$ cat src/sv/tlpt_pkg.sv
`timescale 1ns / 1ps

package tlpt_pkg;

    localparam int MEM_WORD_ADDR_BITS = 16;
    localparam int TABLE_IDX_BITS     = 10;
    localparam int PAGE_HI_BITS       = 20;
    localparam int DIR_SHIFT          = 22;
    localparam int PAGE_SHIFT         = 12;
    localparam logic [31:0] PAGE_BYTES = 32'd4096;

    localparam int S_DATA_BITS    = 104;
    localparam int M_DATA_BITS    = 72;
    localparam int CFG_INDEX_BITS = 1;

    typedef enum logic [1:0] {
        ACT_MAP   = 2'd0,
        ACT_UNMAP = 2'd1,
        ACT_KPAGE = 2'd2,
        ACT_TPAGE = 2'd3
    } tlpt_action_t;

    typedef enum logic [CFG_INDEX_BITS-1:0] {
        REG_KERNEL_POOL = 1'b0,
        REG_TASK_POOL   = 1'b1
    } tlpt_cfg_reg_t;

    typedef enum logic [3:0] {
        S_CLEAR,
        S_IDLE,
        S_PDE_RD,
        S_PDE_CHK,
        S_ZERO,
        S_PDE_WR,
        S_PTE_WR,
        S_PTE_RD,
        S_PTE_CHK,
        S_OUT
    } tlpt_state_t;

    typedef struct packed {
        logic kernel_pg;
        logic task_pg;
    } tlpt_take_t;

    function automatic logic [31:0] make_entry(input logic [PAGE_HI_BITS-1:0] hi,
                                               input logic [1:0] rights);
        make_entry = {hi, 9'd0, rights, 1'b1};
    endfunction

endpackage

$ cat src/sv/tlpt_alloc.sv
`timescale 1ns / 1ps

module tlpt_alloc
(
    input  logic                                clk,
    input  logic                                rst_n,
    input  logic                                cfg_wr,
    input  logic [tlpt_pkg::CFG_INDEX_BITS-1:0] cfg_index,
    input  logic [31:0]                         cfg_data,
    input  tlpt_pkg::tlpt_take_t                take,
    output logic [31:0]                         kernel_page,
    output logic [31:0]                         task_page
);
    import tlpt_pkg::*;

    logic [31:0] kernel_next_reg;
    logic [31:0] task_next_reg;

    always_ff @(posedge clk or negedge rst_n)
    begin
        if (!rst_n)
        begin
            kernel_next_reg <= '0;
            task_next_reg   <= '0;
        end
        else if (cfg_wr)
        begin
            unique case (tlpt_cfg_reg_t'(cfg_index))
                REG_KERNEL_POOL: kernel_next_reg <= cfg_data;
                REG_TASK_POOL:   task_next_reg   <= cfg_data;
            endcase
        end
        else
        begin
            if (take.kernel_pg)
            begin
                kernel_next_reg <= kernel_next_reg + PAGE_BYTES;
            end
            if (take.task_pg)
            begin
                task_next_reg <= task_next_reg + PAGE_BYTES;
            end
        end
    end

    assign kernel_page = kernel_next_reg;
    assign task_page   = task_next_reg;

endmodule

$ cat config.mk
export PLATFORM = sky130hd
export DESIGN_NAME = tlpt_alloc
export DESIGN_NICKNAME = d
export VERILOG_FILES = /design/src/sv/tlpt_pkg.sv /design/src/sv/tlpt_alloc.sv
export SDC_FILE = /design/constraint.sdc
export NUM_CORES = 1
export LEC_CHECK = 0
export ABC_CLOCK_PERIOD_IN_PS = 5400
export BUFFER_PORTS_ARGS = -buffer_cell sky130_fd_sc_hd__buf_2
export CAP_MARGIN = 20
export CORE_ASPECT_RATIO = 1.2
export CORE_MARGIN = 4
export CORE_UTILIZATION = 30
export CTS_CLUSTER_SIZE = 40
export DETAILED_ROUTE_END_ITERATION = 8
export GPL_ROUTABILITY_DRIVEN = 0
export GPL_TIMING_DRIVEN = 0
export PLACE_DENSITY_LB_ADDON = 0.25
export SKIP_LAST_GASP = 1
export SYNTH_ARGS = -nofsm -noshare
export SYNTH_HDL_FRONTEND = slang
export SYNTH_SLANG_ARGS = --single-unit
export TNS_END_PERCENT = 1
$ cat constraint.sdc
create_clock -name clk -period 5.4 [get_ports clk]
set_clock_uncertainty 0.05 [all_clocks]
set_input_delay 0.27 -clock clk [delete_from_list [all_inputs] [get_ports clk]]
set_output_delay 0.27 -clock clk [all_outputs]
set_load 0.005 [all_outputs]
==> qor.txt <==
=======================================================================================
Launch point of the worst reg-to-reg path ................................ kernel_page[15]
Starting utilization of the core area ....................................        30.6%
Total wire length after detailed routing .................................      11.0 mm
Clock-pin slew on the worst setup and hold paths .........................      0.05 ns
Critical path's largest stage delay ......................................      0.49 ns
Max Fclk .................................................................    0.463 GHz
Post-DR vias/cell ........................................................         5.16
Async S/R FF share, synth ................................................         100%
Crit path arrival time ...................................................      2.32 ns
Sequential cell area fraction in the yosys report ........................        45.4%
Class of the worst hold path .............................................     in2async
Worst-case register-to-register setup slack ..............................      3.24 ns
Number of violations reported at the end of detailed-routing iteration 0 .          144
Violated checks ..........................................................  hold timing
Net count reported at finish .............................................          534
Number of top-level design ports .........................................          102
Worst Setup SP ........................................................... kernel_page[15]
Outcome .................................................................. finished, violations left
Slew margin rel. .........................................................        43.4%
Synth area leader ........................................................ sky130_fd_sc_hd__dfrtp_1
Most common library cells after synthesis ................................ 64 x sky130_fd_sc_hd__dfrtp_1, 57 x sky130_fd_sc_hd__nand2_1, 31 x sky130_fd_sc_hd__a21oi_1
Final critical-path required period ......................................      2.16 ns
Die Width ................................................................       107 um
Vias after detailed routing ..............................................         3374
Post-DR wirelength/cell ..................................................      16.8 um
Layout cell share with drive strength beyond 1 ...........................        26.0%
Layout-stage area growth over the synthesis result .......................        27.5%
R2R cell count ...........................................................            5
Cell-by-cell listing of the critical path ................................ clkbuf_1, nand3_1, or3_1, o31a_1, o31a_1
Instance area after placement ............................................  0.00422 mm2
Post-synthesis instance area .............................................  0.00352 mm2
DRC violation count after routing ........................................            0
FILL cells ...............................................................         1225
Net Count, Synth .........................................................          424
Pin count of the biggest net entering global routing .....................           65
Number of antenna violations at the first check in global routing ........            0
Die area .................................................................   0.0136 mm2
Syn Area/Cell ............................................................     9.18 um2
Worst setup path class ...................................................      reg2reg
Critical Path Source Type ................................................     register
Post-synthesis sequential element count ..................................           64
Global route overflow ....................................................            0
Clock buffers created by TritonCTS .......................................            9
Synth top area cells ..................................................... sky130_fd_sc_hd__dfrtp_1 45%, sky130_fd_sc_hd__nand2_1 6.1%, sky130_fd_sc_hd__a21oi_1 4.4%
Detailed placer's ending HPWL ............................................      8.36 mm
CTS max path bufs ........................................................            2
Ys flop type ............................................................. sky130_fd_sc_hd__dfrtp_1
Yosys warning total ......................................................            0
Util after Layout ........................................................        39.0%
Critical path fanouts, max ...............................................            8
Total count of hold-check failures in the final report ...................            4
Reg-to-reg endpoint ...................................................... kernel_page[28]
GRT Resource Usage Total .................................................        16.4%
Number of nets with antenna violations after detailed routing ............            0
Total of endpoints with negative setup slack in the final report .........            0
Pin slew with the least headroom to its limit ............................     0.848 ns
Sinks on the clock net ...................................................           64
Dominant cell type by count on the critical path ......................... sky130_fd_sc_hd__o31a_1
Max-slew violations ......................................................            0
Post-CTS Setup Inserts ...................................................            0
Post-CTS Hold Fix Bufs ...................................................            0
Total area of multi-input combinational cells ............................  0.00180 mm2
Number of rows in the core area ..........................................           43
RSZ-0062 raised after global routing .....................................        false
Worst-case vdd ir drop ...................................................       144 uV
Kind of capture point of the worst setup path ............................     register
Clock root cell .......................................................... sky130_fd_sc_hd__clkbuf_16
Leak .....................................................................      1.94 nW
Count leader, synth ...................................................... sky130_fd_sc_hd__dfrtp_1
Post-route cell area .....................................................  0.00449 mm2
Drt first pass iters .....................................................            5
Number of synthesized flops with an enable pin ...........................            0
Power density relative to cell area ......................................   334 mW/mm2
Floorplan Core Area ......................................................   0.0115 mm2
Worst-skew pair later-pin latency ........................................      0.33 ns
Cts repair resizes .......................................................            0
First-pass GRT wire length ...............................................      17.4 mm
Top-area cell type share of the netlist area .............................        45.4%
Antenna diodes ...........................................................            0
Number of standard cells after synthesis .................................          384
Die Height ...............................................................       127 um
Setup_tns ................................................................         0 ns
Max Cap Viol .............................................................            0
Number of distinct library cells after synthesis .........................           42
H-tree levels ............................................................            3
TritonCTS clock tree .....................................................          yes
Area taken by flip-flops and latches .....................................  0.00160 mm2
Slowest-stage cell, CP ................................................... sky130_fd_sc_hd__or3_1
Hold Slack ...............................................................  -0.00577 ns
Worst path required time .................................................      5.56 ns
Final clock period utilization by the worst path .........................        40.0%
Via count of the first global-routing pass ...............................         3424
Buffers added on ports ...................................................           99
=======================================================================================
==> metrics by stage <==
| step | setup WS (ns) | power [mW] | instances |
|---|---|---|---|
| finish | 3.24 | 1.50 | 654 |
| CTS | 3.24 | 1.52 | 654 |
| detailed placement | 3.18 | 0.972 | 640 |
| global route | 3.09 | 1.59 | 654 |
| global placement | 3.16 | 0.966 | 640 |
| floorplan | 3.45 | 0.807 | 384 |
==> worst max path at each step <==
stage / to / slack [ns] / cells past startpoint
6_report: kernel_page[28] / 3.24 / 5
3_3_place_gp: kernel_page[24] / 3.16 / 7
3_5_place_dp: kernel_page[24] / 3.18 / 7
5_1_grt: kernel_page[31] / 3.09 / 5
4_1_cts: kernel_page[28] / 3.24 / 5
2_1_floorplan: task_page[30] / 3.45 / 5
==> cells by family (layout without fill, tap and decap cells) <==
family	Yosys count	count (layout)	share of synthesized area (%)
and+or+nand+nor	154	154	22.4
AOI/OAI and AO/OA	99	99	17.5
DFF	64	64	45.4
buffers and inverters	28	141	3.44
muxes	25	25	7.53
xor gates and xnor gates	12	12	2.98
adders and majority gates	2	2	0.710
==> where the power goes <==
part	leakage, nW	internal (mW)	total, mW	switching (mW)
clock network	0.135	0.343	0.540	0.196
registers	0.741	0.551	0.639	0.0878
logic	1.06	0.149	0.323	0.175
total	1.94	1.04	1.50	0.459
==> sequential cells by signal, indices dropped and copies added (netlist names) <==
signal	flops
task_page	32
kernel_page	32
==> layout make-up <==
| cell class | instances | share of cell area (%) |
|---|---|---|
| multi-input combinational | 292 | 40.1 |
| sequential | 64 | 35.6 |
| timing repair buffer | 99 | 11.1 |
| clock buffer | 14 | 6.10 |
| tap | 157 | 4.37 |
| buffer | 22 | 2.20 |
| inverter | 6 | 0.501 |
==> worst max-delay path: cells and delay by family (launching register included) <==
| family | cells | cell delay [ns] |
|---|---|---|
| and+or+nand+nor | 2 | 0.79 |
| AOI/OAI and AO/OA | 2 | 0.59 |
| DFF | 1 | 0.33 |
| buffers and inverters | 1 | 0.29 |
==> cell usage in the layout, fill, tap and decap left out, drive strengths merged <==
cell type and n:
nand4 12, a21oi 31, o31ai 2, dfrtp 64, xor2 6, mux2i 13
o211a 1, nand3 17, inv 5, ha 2, a31oi 10, nor2b 16
clkbuf 29, nor2 14, or3 4, o22ai 3, or4 3, nor3 6
o41ai 3, buf 106, a211oi 13, and3 4, o21ai 21, o31a 8
clkinv 1, nand2b 2, nand2 57, or3b 1, a22oi 2, a2bb2oi 1
and4 4, mux2 12, o21a 2, and2 1, xnor2 6, o22a 2
nor4 13
==> per-layer routing <==
metal  global-route usage, %  routed length [um]  vias up  part of all wire [%]
met4                    7.60                 216        0                   2.0
li1                        -                   -     1633                     -
met3                    4.94                 822       16                   7.5
met2                    26.3                5270      139                    48
met1                    20.1                4680     1586                    43
met5                       0                   0        -                     0
Note: power is estimated with default switching activity, not from simulation.
